--- src/hw/rtl/hrt_pkg.sv ---
// Shared types and constants for the hysteresis reference tracker.
`timescale 1ns / 1ps

package hrt_pkg;

  localparam int CH_W      = 6;
  localparam int CH_COUNT  = 64;
  localparam int SAMPLE_W  = 32;
  localparam int COEF_W    = 16;
  localparam int CFG_IDX_W = 2;

  localparam logic [CFG_IDX_W-1:0] REG_START_BUY  = 2'd0;
  localparam logic [CFG_IDX_W-1:0] REG_STEP_BUY   = 2'd1;
  localparam logic [CFG_IDX_W-1:0] REG_START_SELL = 2'd2;
  localparam logic [CFG_IDX_W-1:0] REG_STEP_SELL  = 2'd3;

  localparam logic [COEF_W-1:0] START_BUY_RST  = 16'd655;
  localparam logic [COEF_W-1:0] STEP_BUY_RST   = 16'd66;
  localparam logic [COEF_W-1:0] START_SELL_RST = 16'd655;
  localparam logic [COEF_W-1:0] STEP_SELL_RST  = 16'd66;

  typedef struct packed {
    logic [COEF_W-1:0] start_buy;
    logic [COEF_W-1:0] step_buy;
    logic [COEF_W-1:0] start_sell;
    logic [COEF_W-1:0] step_sell;
  } cfg_t;

  typedef struct packed {
    logic [SAMPLE_W-1:0] level;
    logic                sell;
  } chan_state_t;

  localparam chan_state_t CHAN_STATE_RST = '{level: '0, sell: 1'b1};

endpackage

--- src/hw/rtl/hrt_start_calc.sv ---
// Restart levels below and above a sample (first pipeline stage math).
`timescale 1ns / 1ps

module hrt_start_calc import hrt_pkg::*; (
  input  logic [SAMPLE_W-1:0] sample,
  input  logic [COEF_W-1:0]   start_buy,
  input  logic [COEF_W-1:0]   start_sell,
  output logic [SAMPLE_W-1:0] below,
  output logic [SAMPLE_W-1:0] above
);

  logic [COEF_W:0]     below_coef;
  logic [48:0]         below_prod;
  logic [47:0]         above_prod;
  logic [SAMPLE_W:0]   above_sum;

  always_comb begin
    below_coef = 17'h10000 - {1'b0, start_sell};
    below_prod = {17'd0, sample} * {32'd0, below_coef};
    below      = below_prod[47:16];
    above_prod = {16'd0, sample} * {32'd0, start_buy};
    above_sum  = {1'b0, sample} + {1'b0, above_prod[47:16]};
    above      = above_sum[SAMPLE_W] ? '1 : above_sum[SAMPLE_W-1:0];
  end

endmodule

--- config.mk ---
export PLATFORM = sky130hd
export DESIGN_NAME = hrt_start_calc
export DESIGN_NICKNAME = d
export VERILOG_FILES = /design/src/hw/rtl/hrt_pkg.sv /design/src/hw/rtl/hrt_start_calc.sv
export SDC_FILE = /design/constraint.sdc
export NUM_CORES = 2
export LEC_CHECK = 0
export BUFFER_PORTS_ARGS = -buffer_cell sky130_fd_sc_hd__buf_2
export CAP_MARGIN = 40
export CORE_MARGIN = 2
export CORE_UTILIZATION = 55
export DETAILED_ROUTE_END_ITERATION = 8
export PLACE_DENSITY = 0.72
export SYNTH_ARGS = -nofsm -noshare
export SYNTH_HDL_FRONTEND = slang
export SYNTH_SLANG_ARGS = --single-unit
--- constraint.sdc ---
create_clock -name vclk -period 11.7
set_input_delay 1.755 -clock vclk [all_inputs]
set_output_delay 1.755 -clock vclk [all_outputs]
set_load 0.1 [all_outputs]
==> flow_metrics.env <==
export IMPL_overflow=0
export IMPL_fmax_mhz=86.85
export IMPL_row_count=90
export IMPL_synthAdderAreaFrac=0.6174
export IMPL_wl_um=82070
export IMPL_syn_inst=3910
export IMPL_crit_top_cell="fa_1"
export IMPL_cpPeakStageDelay_ps=550
export IMPL_antenna_left=0
export IMPL_cap_violations=0
export IMPL_slew_headroom=0.3648
export IMPL_avgSynthCellArea_um2=8.565
export IMPL_outcome="finished clean"
export IMPL_hp_start="sample[5]"
export IMPL_seq_area_frac_synth=0
export IMPL_synth_area_um2=33490
export IMPL_viasPerCell=5.408
export IMPL_cpMaxStageDelayCell="fa_1"
export IMPL_die_y_um=250.8
export IMPL_nets=5214
export IMPL_diodes=0
export IMPL_ys_warn_count=0
export IMPL_avgRoutedWirePerCell_um=17.11
export IMPL_firstDrtPassIters=9
export IMPL_synthesis_nets=5108
export IMPL_rsz0062_at_grt="true"
export IMPL_vias=25940
export IMPL_critPathArrivalTime_ps=9760
export IMPL_synthXorXnorAreaFrac=0.02668
export IMPL_die_area_um2=62880
export IMPL_min_period_ps=11510
export IMPL_flops_and_latches=0
export IMPL_layout_commonest_cell="inv_1"
export IMPL_period_share=0.9841
export IMPL_cp_start_kind="input port"
export IMPL_die_w_um=250.8
export IMPL_routabilityCongestion=0.9024
export IMPL_antenna_found_initial=3
export IMPL_grt_pass1_wl_um=137200
export IMPL_cpLargestDelayFamily="adder cells"
export IMPL_holdPathStages=5
export IMPL_track_usage=0.2716
export IMPL_critPathKind="input port to output pin"
export IMPL_final_max_slew_viol_count=0
export IMPL_fin_cells=4796
export IMPL_ys_types=64
export IMPL_first_iter_violations=1554
export IMPL_clkbuf_count=0
export IMPL_synth_simple_area_share=0.1759
export IMPL_synth_top_family_by_area="adder cells"
export IMPL_areaGrowthSynthToFinish_pct=11.46
export IMPL_dp_hpwl_um=68720
export IMPL_path_max_fanout=6
export IMPL_start_util=0.5559
export IMPL_multi_input_area_um2=29680
export IMPL_required_ps=9950
export IMPL_grt_max_degree=33
export IMPL_drive_gt1_frac=0.09641
export IMPL_coreArea_um2=60250
export IMPL_path_buf_inv=9
export IMPL_port_buffers=128
export IMPL_endpoint_kind="output pin"
export IMPL_synth_compound_area_share=0.05216
export IMPL_fillers=5212
export IMPL_hold_class="input port to output pin"
export IMPL_hold_violations=0
export IMPL_regArea_um2=0
export IMPL_drc=0
export IMPL_worst_pin_slew_ps=948.2
export IMPL_ios=128
export IMPL_hold_end="above[5]"
export IMPL_grt_pass1_vias=27860
export IMPL_setup_viol=0
export IMPL_layout_common_cells="inv_1 (929), fa_1 (864), nand2_1 (779), and2_1 (333), ha_1 (269)"
export IMPL_synth_area_mux_share=0.0006352
export IMPL_dp_cells=4780
-- worst min-delay path: cells and delay by family --
family	cells	cell delay, ps
XOR/XNOR	1	80
adder cells (fa/ha/maj)	1	220
buffers and inverters	2	380
AND/OR/NAND/NOR	1	100
-- stage by stage --
stage	cell area, um2	util	setup TNS (ps)	worst slack [ps]	hold slack [ps]
final	37320	0.6195	0	185.7	4306
after global routing	37320	0.6195	-2245	-142.9	4343
after CTS	36750	0.6101	0	4.182	4329
after detailed placement	36730	0.6096	-1180	-114.1	4333
after global placement	36700	0.6092	0	52.44	4323
after floorplan	33500	-	-177.0	-177.0	4125
-- layer usage --
layer,share of wire,global-route usage,vias to the layer above,routed length [um]
met5,0.00027,0,-,22
met4,0.032,0.08212,4,2644
met3,0.064,0.03593,185,5226
met2,0.51,0.4801,829,41970
met1,0.39,0.3490,13330,32200
li1,-,-,11590,-
-- worst max-delay path by stage --
stage,from,end,cells past startpoint
after global routing,start_sell[2],below[18],33
final,start_sell[2],below[24],32
after CTS,start_buy[4],above[31],34
after detailed placement,start_buy[4],above[4],35
after global placement,start_buy[4],above[6],35
after floorplan,sample[11],above[31],30
-- logic make-up (layout without fill, tap and decap cells) --
kind of cell / Yosys count / count (layout)
and+or+nand+nor: 1274 / 1274
adders and majority gates: 1134 / 1134
buffers and inverters: 1133 / 1237
AOI/OAI and AO/OA: 265 / 265
xor gates and xnor gates: 102 / 102
muxes: 2 / 2
-- synth_stat cells, types with 7 or more instances --
cell	number	area, um2
a211oi_1	13	97.59
a21o_1	37	277.8
a21oi_1	84	420.4
a31oi_1	10	62.56
and2_1	336	2102
and3_1	15	93.84
clkbuf_1	200	750.7
fa_1	864	17300
ha_1	270	3378
inv_1	929	3487
nand2_1	780	2928
nand2b_1	8	50.05
nand3_1	13	65.06
nand4_1	20	125.1
nor2_1	46	172.7
nor2b_1	9	56.30
nor3_1	21	105.1
o21a_1	18	135.1
o21ai_0	42	210.2
o21bai_1	11	82.58
or3_1	7	43.79
xnor2_1	66	578.1
xor2_1	36	315.3
-- final cells by class --
class / instances / share of cell area
well taps: 782 / 0.02621
inverters: 929 / 0.09343
repair buffers: 308 / 0.08511
multi-input cells: 2777 / 0.7952
-- repair_timing --
action                                  CTS  global route
hold buffers                              0             0
resized for setup                         6            88
cloned                                    0             3
pin swaps                                 1            24
endpoints found under the setup margin   32            53
setup buffers                             1            12
Power is left out: the tool's default activity adds up to more than one toggle a clock period on the data nets, which glitch-free logic cannot reach.
