`src/hw/rtl/hrt_pkg.sv`:
```
// Shared types and constants for the hysteresis reference tracker.
`timescale 1ns / 1ps

package hrt_pkg;

  localparam int CH_W      = 6;
  localparam int CH_COUNT  = 64;
  localparam int SAMPLE_W  = 32;
  localparam int COEF_W    = 16;
  localparam int CFG_IDX_W = 2;

  localparam logic [CFG_IDX_W-1:0] REG_START_BUY  = 2'd0;
  localparam logic [CFG_IDX_W-1:0] REG_STEP_BUY   = 2'd1;
  localparam logic [CFG_IDX_W-1:0] REG_START_SELL = 2'd2;
  localparam logic [CFG_IDX_W-1:0] REG_STEP_SELL  = 2'd3;

  localparam logic [COEF_W-1:0] START_BUY_RST  = 16'd655;
  localparam logic [COEF_W-1:0] STEP_BUY_RST   = 16'd66;
  localparam logic [COEF_W-1:0] START_SELL_RST = 16'd655;
  localparam logic [COEF_W-1:0] STEP_SELL_RST  = 16'd66;

  typedef struct packed {
    logic [COEF_W-1:0] start_buy;
    logic [COEF_W-1:0] step_buy;
    logic [COEF_W-1:0] start_sell;
    logic [COEF_W-1:0] step_sell;
  } cfg_t;

  typedef struct packed {
    logic [SAMPLE_W-1:0] level;
    logic                sell;
  } chan_state_t;

  localparam chan_state_t CHAN_STATE_RST = '{level: '0, sell: 1'b1};

endpackage

```
`src/hw/rtl/hrt_cfg_regs.sv`:
```
// Coefficient registers written through the configuration port.
`timescale 1ns / 1ps

module hrt_cfg_regs import hrt_pkg::*; (
  input  logic                 clk,
  input  logic                 rst,
  input  logic                 wr_en,
  input  logic [CFG_IDX_W-1:0] wr_index,
  input  logic [COEF_W-1:0]    wr_data,
  output cfg_t                 cfg
);

  always_ff @(posedge clk) begin
    if (rst) begin
      cfg.start_buy  <= START_BUY_RST;
      cfg.step_buy   <= STEP_BUY_RST;
      cfg.start_sell <= START_SELL_RST;
      cfg.step_sell  <= STEP_SELL_RST;
    end else if (wr_en) begin
      unique case (wr_index)
        REG_START_BUY:  cfg.start_buy  <= wr_data;
        REG_STEP_BUY:   cfg.step_buy   <= wr_data;
        REG_START_SELL: cfg.start_sell <= wr_data;
        REG_STEP_SELL:  cfg.step_sell  <= wr_data;
      endcase
    end
  end

endmodule

```
`config.mk`:
```
export PLATFORM = sky130hd
export DESIGN_NAME = hrt_cfg_regs
export DESIGN_NICKNAME = d
export VERILOG_FILES = /design/src/hw/rtl/hrt_pkg.sv /design/src/hw/rtl/hrt_cfg_regs.sv
export SDC_FILE = /design/constraint.sdc
export NUM_CORES = 1
export LEC_CHECK = 0
export BUFFER_PORTS_ARGS = -buffer_cell sky130_fd_sc_hd__buf_4
export CAP_MARGIN = 15
export CORE_UTILIZATION = 35
export CTS_CLUSTER_DIAMETER = 80
export DETAILED_ROUTE_END_ITERATION = 8
export GPL_TIMING_DRIVEN = 0
export HOLD_SLACK_MARGIN = 0.08
export PLACE_DENSITY = 0.66
export SYNTH_ARGS = -nofsm -noshare
export SYNTH_HDL_FRONTEND = slang
export SYNTH_SLANG_ARGS = --single-unit
```
`constraint.sdc`:
```
create_clock -name clk -period 2.5 [get_ports clk]
set_clock_uncertainty 0.2 [all_clocks]
set_input_delay 0.125 -clock clk [delete_from_list [all_inputs] [get_ports clk]]
set_output_delay 0.125 -clock clk [all_outputs]
set_load 0.03 [all_outputs]
```
==> summary.md <==
| Metric | Value |
|---|---|
| Crit end category | flip-flop |
| Synth Area per Inst | 10.76 um^2 |
| Synthesized instance count | 236 |
| Biggest registers after layout | cfg x64 |
| DR pass1 iterations | 4 |
| Clock Sinks | 64 |
| Max Cap Viol | 0 |
| Die width | 87.19 um |
| Synthesized net count | 257 |
| Pwr per Cell Area | 587.5 mW/mm^2 |
| Latest clock arrival within the worst-skew pair | 0.33 ns |
| R2R Path Start | cfg[49] |
| Clock Root Buffer | clkbuf_8 |
| Slowest cell delay on critical path | 0.80 ns |
| CP max-delay cell | dlygate4sd3_1 |
| Seq. cell area | 0.001281 mm^2 |
| Synth Area in Simple Gates | 20.89% |
| Vias per cell | 4.546 |
| Ys Warns | 0 |
| Power after layout | 2129 uW |
| # nets final | 369 |
| Largest family of logic cells by synthesized area | multiplexers |
| DP Wirelength | 4491 um |
| Drt wl/cell | 14.47 um |
| Fillers | 685 |
| Post-synthesis sequential area ratio | 50.44% |
| Rows | 30 |
| Largest net degree at the start of global routing | 11 |
| Most common cell on crit path | dlygate4sd3_1 |
| Cell Area, Synth | 0.002540 mm^2 |
| WHS | 0.1162 ns |
| Clk slew on worst S/H paths | 0.06 ns |
| Initial Util | 36.78% |
| Reg2reg setup slack | 1.65 ns |
| FF+latch count, synth | 64 |
| XOR/XNOR share of the synthesized area | 0% |
| LEAKAGE | 0.001738 uW |
| R2R cell count | 2 |
| Buffers on Ports | 83 |
| Max Slew Vio Count | 0 |
| Full die area | 0.007601 mm^2 |
| Hold Path Depth | 3 |
| CTS Buffer Depth | 2 |
| Startpoint types | input port |
| Initial antenna violation count | 0 |
| I/O pins | 85 |
| WP data required | 2.56 ns |
| Max Fclk | 0.5433 GHz |
| Worst slew pin tran | 0.5099 ns |
| Worst Hold Class | input port to flip-flop |
| Area Overhead vs Synth | 42.66% |
| Placed Area | 0.003283 mm^2 |
| First-pass GRT wire length | 10,240 um |
| DR vias | 2,032 |
| Share of layout cells above drive strength 1 | 30.20% |
| RSZ-0062 raised after global routing | no |
| Yosys cell types | 13 |
| Period utilisation layout | 73.62% |
| Vias in the first global route | 2,033 |
| Total wire length | 6467 um |
| DRT iter0 DRCs | 58 |
| Top reg by flops | cfg |
| Mux contribution to synthesized area | 25.22% |
| DRC | 0 |
| Core Area | 0.006907 mm^2 |
| Worst path cell trace | dlygate4sd3_1, buf_4, nand3_2, dlygate4sd3_1, mux2i_1 |
| Adder-Cell Fraction of Synth Area | 0% |
| Final hold viol count | 0 |
| Final setup fails | 0 |
| Worst Path Arrival | 1.90 ns |
| Setup TNS | 0 ns |
| Multi-input logic area | 0.001171 mm^2 |
| Fin crit period | 1.841 ns |
| IR drop worst, VDD | 0.0002574 V |
| Final Cell Area | 0.003623 mm^2 |
| Reg-to-Reg End | cfg[49] |
| Outcome | complete, no violations |
| Total Routing Usage GR | 18.13% |
| Critical path type | input port to flip-flop |
| Num CTS Buffers | 9 |
| Fraction of the mapped netlist area in compound gates | 0% |
| CTS tree | built |
| Die height | 87.19 um |
| N_diodes | 0 |
| Largest fanout on the critical path | 6 |
| H-tree levels | 3 |
| Antenna Nets Post-Route | 0 |
| Min-delay src | rst |
| Slew headroom | 66.00% |
| Total global routing overflow | 0 |
| Hold path endpoint | cfg[16] |
| Final Util | 52.46% |
| RD Place Congestion | 0.7404 |
| Largest register FFs | 64 |
-- kinds of logic after synthesis --
kind of cell / Yosys count
buf+inv: 16
flops: 64
mux: 64
simple gates: 92
-- repair_timing --
| action | 4_1_cts | 5_1_grt |
|---|---|---|
| gates resized for setup | 0 | 0 |
| hold buffers | 18 | 0 |
| buffers inserted | 0 | 0 |
| hold endpoints to repair | 64 | 0 |
-- routing by layer --
metal	vias up	routed length, um	track usage [%]
li1	1002	-	-
met1	974	2923	22.78
met2	50	3170	30.42
met3	6	304	3.602
met4	0	67	7.452
met5	-	0	0
-- area by class of cell --
type / instances / share of cell area [%]
buffer: 16 / 2.417
clock buffer: 10 / 3.798
clock inverter: 4 / 0.6215
multi-input combinational: 156 / 32.32
sequential: 64 / 35.36
tap: 96 / 3.315
timing repair buffer: 101 / 22.17
-- worst max-delay path, delay by kind of cell --
family                 cells  cell delay [ns]
multiplexers               1             0.22
buffers and inverters      3             1.49
AND/OR/NAND/NOR            1             0.06
-- cells in the final DEF (no fill, tap or decap) --
cell type / Yosys / layout
buf_4: 2 / 85
nand2b_1: 63 / 63
clkinv_2: 0 / 3
clkbuf_1: 8 / 8
dfxtp_1: 64 / 64
dlygate4sd3_1: 0 / 18
clkinvlp_4: 0 / 1
mux2i_1: 64 / 64
buf_6: 2 / 2
and3b_1: 1 / 1
nand3_2: 1 / 1
buf_2: 4 / 4
or3b_1: 1 / 1
nor2_1: 23 / 23
clkbuf_8: 0 / 10
nor3b_1: 1 / 1
nand3b_1: 2 / 2
-- power by group --
part	leakage (uW)	internal [uW]	total [uW]	switching, uW
combinational	0.00113	142	314	173
sequential	0.000521	1060	1080	20.0
clock	0.0000838	370	738	368
-- worst max-delay path by stage --
| stage | startpoint | end | slack [ns] | depth (start not counted) |
|---|---|---|---|---|
| 2_1_floorplan | wr_index[1] | cfg[40] | 1.40 | 4 |
| 6_report | wr_index[1] | cfg[1] | 0.66 | 5 |
| 4_1_cts | wr_index[1] | cfg[4] | 0.66 | 5 |
| 5_1_grt | wr_index[1] | cfg[0] | 0.58 | 5 |
| 3_3_place_gp | wr_index[1] | cfg[43] | 1.14 | 5 |
| 3_5_place_dp | wr_index[0] | cfg[11] | 1.12 | 4 |
-- cell usage after synthesis --
cell,n,area [um^2]
dfxtp_1,64,1281
mux2i_1,64,640.6
nand2b_1,63,394.1
nor2_1,23,86.33
clkbuf_1,8,30.03
buf_2,4,20.02
buf_4,2,15.01
buf_6,2,22.52
nand3b_1,2,15.01
and3b_1,1,8.760
nand3_2,1,10.01
nor3b_1,1,7.510
or3b_1,1,8.760
-- metrics by stage --
step           setup slack (ns)  instances
5_1_grt                  0.5818        447
3_5_place_dp              1.122        415
3_3_place_gp              1.136        415
6_report                 0.6595        447
2_1_floorplan             1.403        236
4_1_cts                  0.6601        447
(Power assumes the default switching activity.)
