File: src/hw/rtl/hrt_pkg.sv
// Shared types and constants for the hysteresis reference tracker.
`timescale 1ns / 1ps

package hrt_pkg;

  localparam int CH_W      = 6;
  localparam int CH_COUNT  = 64;
  localparam int SAMPLE_W  = 32;
  localparam int COEF_W    = 16;
  localparam int CFG_IDX_W = 2;

  localparam logic [CFG_IDX_W-1:0] REG_START_BUY  = 2'd0;
  localparam logic [CFG_IDX_W-1:0] REG_STEP_BUY   = 2'd1;
  localparam logic [CFG_IDX_W-1:0] REG_START_SELL = 2'd2;
  localparam logic [CFG_IDX_W-1:0] REG_STEP_SELL  = 2'd3;

  localparam logic [COEF_W-1:0] START_BUY_RST  = 16'd655;
  localparam logic [COEF_W-1:0] STEP_BUY_RST   = 16'd66;
  localparam logic [COEF_W-1:0] START_SELL_RST = 16'd655;
  localparam logic [COEF_W-1:0] STEP_SELL_RST  = 16'd66;

  typedef struct packed {
    logic [COEF_W-1:0] start_buy;
    logic [COEF_W-1:0] step_buy;
    logic [COEF_W-1:0] start_sell;
    logic [COEF_W-1:0] step_sell;
  } cfg_t;

  typedef struct packed {
    logic [SAMPLE_W-1:0] level;
    logic                sell;
  } chan_state_t;

  localparam chan_state_t CHAN_STATE_RST = '{level: '0, sell: 1'b1};

endpackage

File: src/hw/rtl/hrt_state_store.sv
// Per-channel reference/mode memory with seen bits and last-write bypass.
`timescale 1ns / 1ps

module hrt_state_store import hrt_pkg::*; #(
  parameter int DEPTH = 64,
  parameter int AW    = 6
) (
  input  logic        clk,
  input  logic        rst,
  input  logic        rd_en,
  input  logic [AW-1:0] rd_addr,
  input  logic [AW-1:0] cur_addr,
  input  logic        wr_en,
  input  chan_state_t wr_state,
  output logic        cur_seen,
  output chan_state_t cur_state
);

  chan_state_t mem [DEPTH];
  chan_state_t rd_data;
  logic [DEPTH-1:0] seen;
  logic        lw_valid;
  logic [AW-1:0] lw_addr;
  chan_state_t lw_state;

  always_ff @(posedge clk) begin
    if (wr_en) begin
      mem[cur_addr] <= wr_state;
    end
    if (rd_en) begin
      rd_data <= mem[rd_addr];
    end
  end

  always_ff @(posedge clk) begin
    if (rst) begin
      seen     <= '0;
      lw_valid <= 1'b0;
    end else if (wr_en) begin
      seen[cur_addr] <= 1'b1;
      lw_valid       <= 1'b1;
    end
  end

  always_ff @(posedge clk) begin
    if (wr_en) begin
      lw_addr  <= cur_addr;
      lw_state <= wr_state;
    end
  end

  always_comb begin
    cur_seen = seen[cur_addr];
    if (!cur_seen) begin
      cur_state = CHAN_STATE_RST;
    end else if (lw_valid && (lw_addr == cur_addr)) begin
      cur_state = lw_state;
    end else begin
      cur_state = rd_data;
    end
  end

endmodule

File: config.mk
export PLATFORM = sky130hd
export DESIGN_NAME = hrt_state_store
export DESIGN_NICKNAME = d
export VERILOG_FILES = /design/src/hw/rtl/hrt_pkg.sv /design/src/hw/rtl/hrt_state_store.sv
export SDC_FILE = /design/constraint.sdc
export NUM_CORES = 2
export LEC_CHECK = 0
export BUFFER_PORTS_ARGS = -buffer_cell sky130_fd_sc_hd__buf_4
export CELL_PAD_IN_SITES_DETAIL_PLACEMENT = 0
export CELL_PAD_IN_SITES_GLOBAL_PLACEMENT = 2
export CORE_MARGIN = 2
export CORE_UTILIZATION = 25
export DETAILED_ROUTE_END_ITERATION = 7
export HOLD_SLACK_MARGIN = 0.15
export PLACE_DENSITY = 0.54
export REMOVE_ABC_BUFFERS = 1
export SYNTH_ARGS = -nofsm -noshare
export SYNTH_HDL_FRONTEND = slang
export SYNTH_SLANG_ARGS = --single-unit
File: constraint.sdc
create_clock -name clk -period 6.1 [get_ports clk]
set_clock_uncertainty 0.1 [all_clocks]
set_input_delay 0.915 -clock clk [delete_from_list [all_inputs] [get_ports clk]]
set_output_delay 0.915 -clock clk [all_outputs]
set_load 0.1 [all_outputs]
==> metrics.txt <==
status complete, no violations; multi-input logic area 18400 µm²; R2R Path Start mem[39][19]$_DFFE_PP_; Cell Area, Placed 93300 µm²; final slew viol count 0; Final min period 4760 ps; Initial Utilization 25.1%; row count 215; DRC 0; number of global-route vias before repair 42.4k; cell mode on critical path buf_4; most frequent cells in the layout edfxtp_1 (2184), mux4_2 (551), clkbuf_16 (234); layout overhead on the synthesized area 17.3%; met3 wire len 10200 µm; Cells after Synth 3887; Post-synth top flop edfxtp_1; Die X-Extent 590 µm; met2 wire len 126000 µm; FFs w/ async S/R, synth 0%; VDD IR-drop max 0.242 mV; synthesized area 85800 µm²; via count 40.8k; Port Buffers 82; routed metal-1 wire length 113000 µm; most common cell after layout, fill and taps aside edfxtp_1; wire per inst 28.7 µm; Syn Area/Cell 22.1 µm²; final setup violation count 0; Synthesis Warnings 0; CP Capture Type primary output; fin cells 8911; worst path arrival time 3750 ps; clk sinks 2249; Lkg Pwr 30.7 nW; Worst Setup EP cur_state[6]; first-pass GRT wire length 354000 µm; Hold Violations, Final 0; die height 590 µm; Final Wtd Congestion 0.746; CTS buffer count 233; largest net degree at the start of global routing 83; max incr delay on CP 860 ps; cell depth of the worst setup path 9; placed insts 8483; flop2flop setup slack 3190 ps; synth unique cells 49; setup repair bufs after CTS 0; Power Density 325 nW/µm²; Hold/Removal Path Class in2reg; total grt overflow 0; final WL 256000 µm; FF-to-FF End rd_data[19]$_DFFE_PP_; worst-case reg-to-reg path depth 6; Final Cell Area 101000 µm²; FF+latch count, synth 2249; Max-Slew Margin vs Limit 19.4%; fraction of layout cells with a size suffix above 1 28.0%; sequential cell area fraction in the yosys report 78.0%; MaxCap Viol Count 0; TritonCTS clock tree yes; all-layer global routing usage 14.5%; Total Nets Final 4210; clk buf depth 4; Post-synth EDFFs 2184; top layer in use met5; Data required, critical path 5080 ps; clk root buf clkbuf_16; initial antenna violation count 24; Pwr Total 0.0327 W; clock slew at reported path FFs 60 ps; IO Pins 83; CP startpoint kind input pin; DR vias/cell 4.57; Clock Latency Late Sink 910 ps; CP cell instances buf_4, xnor2_1, nand4_1, nor4_4, buf_4, mux2i_1, buf_4, nor2_1, buf_4; Crit Path Max Fanout 35; kind of critical path in2out; core footprint 342000 µm²; crit path from cur_addr[1]; family with the most delay on the worst path buffers and inverters; fmax 210 MHz; CTS resizes 0; htree depth 4; CP max-delay cell nor4_4; Final Core Density 29.4%; crit share post-route 78.1%; filler instances 33.3k; die footprint 348000 µm²; hold_buf cts 0; antenna viol nets, final 0; final HPWL from detailed placement 148000 µm; detailed router's first-iteration violation count 3653; unrepaired setup endpoints after global routing false; TritonRoute pass-1 iters 5; Sequential Area 66900 µm²; worst path bufs/invs 4; worst slew pin tran 1200 ps
[routing by layer]
metal / vias to the layer above / GRT usage, %
li1: 16900 / -
met1: 22700 / 19.6
met2: 893 / 24.6
met3: 303 / 1.87
met4: 14 / 3.51
met5: - / 0
[worst reg2reg max path, cell delays in order (launching register included)]
cell,delay (ps)
edfxtp_1,320
mux2i_1,70
o22ai_1,260
o21ai_0,140
a21oi_1,780
o22ai_1,460
nor2_1,520
[sequential cells by signal (all words and copies together) (netlist names)]
register,count
lw_addr,6
mem,2112
seen,64
lw_state,33
lw_valid,1
rd_data,33
[cells in the mapped netlist, types with 4 or more instances]
cell	instances	area share [%]
nand2_1	40	0.18
mux4_2	551	14
dfxtp_1	65	1.5
buf_4	15	0.13
o211ai_1	7	0.061
a211oi_1	40	0.35
nand3b_1	9	0.079
edfxtp_1	2184	76
nor2b_1	44	0.32
mux2_2	22	0.29
clkbuf_1	102	0.45
buf_2	71	0.41
a21oi_1	73	0.43
buf_1	21	0.092
o221ai_1	25	0.26
nand3_1	20	0.12
nand2b_1	11	0.080
a31oi_1	4	0.029
nor2_1	269	1.2
nor3b_1	4	0.035
mux2i_1	146	1.7
o22ai_1	40	0.29
or2_2	4	0.029
o21ai_0	30	0.18
buf_6	4	0.053
a22oi_1	49	0.43
[power by group]
group,leakage [nW],internal (W),switching [W]
Sequential,20.2,0.0171,0.0000755
Clock,3.55,0.00786,0.00597
Combinational,6.90,0.000575,0.00110
[how the worst min path moves through the flow]
| stage | cells past startpoint | start | slack, ps | end |
|---|---|---|---|---|
| floorplan | 2 | seen[21]$_SDFFE_PP0P_ | 330 | seen[21]$_SDFFE_PP0P_ |
| finish | 1 | cur_addr[3] | 220 | lw_addr[3]$_DFFE_PP_ |
| CTS | 1 | cur_addr[3] | 150 | lw_addr[3]$_DFFE_PP_ |
| detailed placement | 2 | seen[30]$_SDFFE_PP0P_ | 360 | seen[30]$_SDFFE_PP0P_ |
| global placement | 2 | seen[29]$_SDFFE_PP0P_ | 350 | seen[29]$_SDFFE_PP0P_ |
| global route | 1 | cur_addr[4] | 200 | lw_addr[4]$_DFFE_PP_ |
[through the flow]
stage          hold WS (ps)  worst slack [ps]  TNS, ps
2_1_floorplan           332              -270    -8630
3_3_place_gp            349              1290        0
3_5_place_dp            359              1270        0
4_1_cts                 152              1270        0
5_1_grt                 202              1150        0
6_report                219              1340        0
[final cells by class]
cell class | count | share of cell area [%]
flip-flops and latches | 2249 | 66.5
repair buffers | 252 | 2.27
multi-input cells | 1423 | 18.3
inverters | 2 | 0.00746
clock buffers | 285 | 6.01
diodes | 9 | 0.0224
well taps | 4557 | 5.67
clock inverters | 134 | 1.21
[kinds of logic after synthesis]
| logic type | Yosys count | share of synthesized area (%) |
|---|---|---|
| compound gates | 283 | 2.19 |
| xor+xnor | 6 | 0.0613 |
| buf+inv | 215 | 1.15 |
| flops | 2249 | 78.0 |
| mux | 719 | 16.5 |
| simple gates | 415 | 2.15 |
Note: power is estimated with default switching activity, not from simulation.
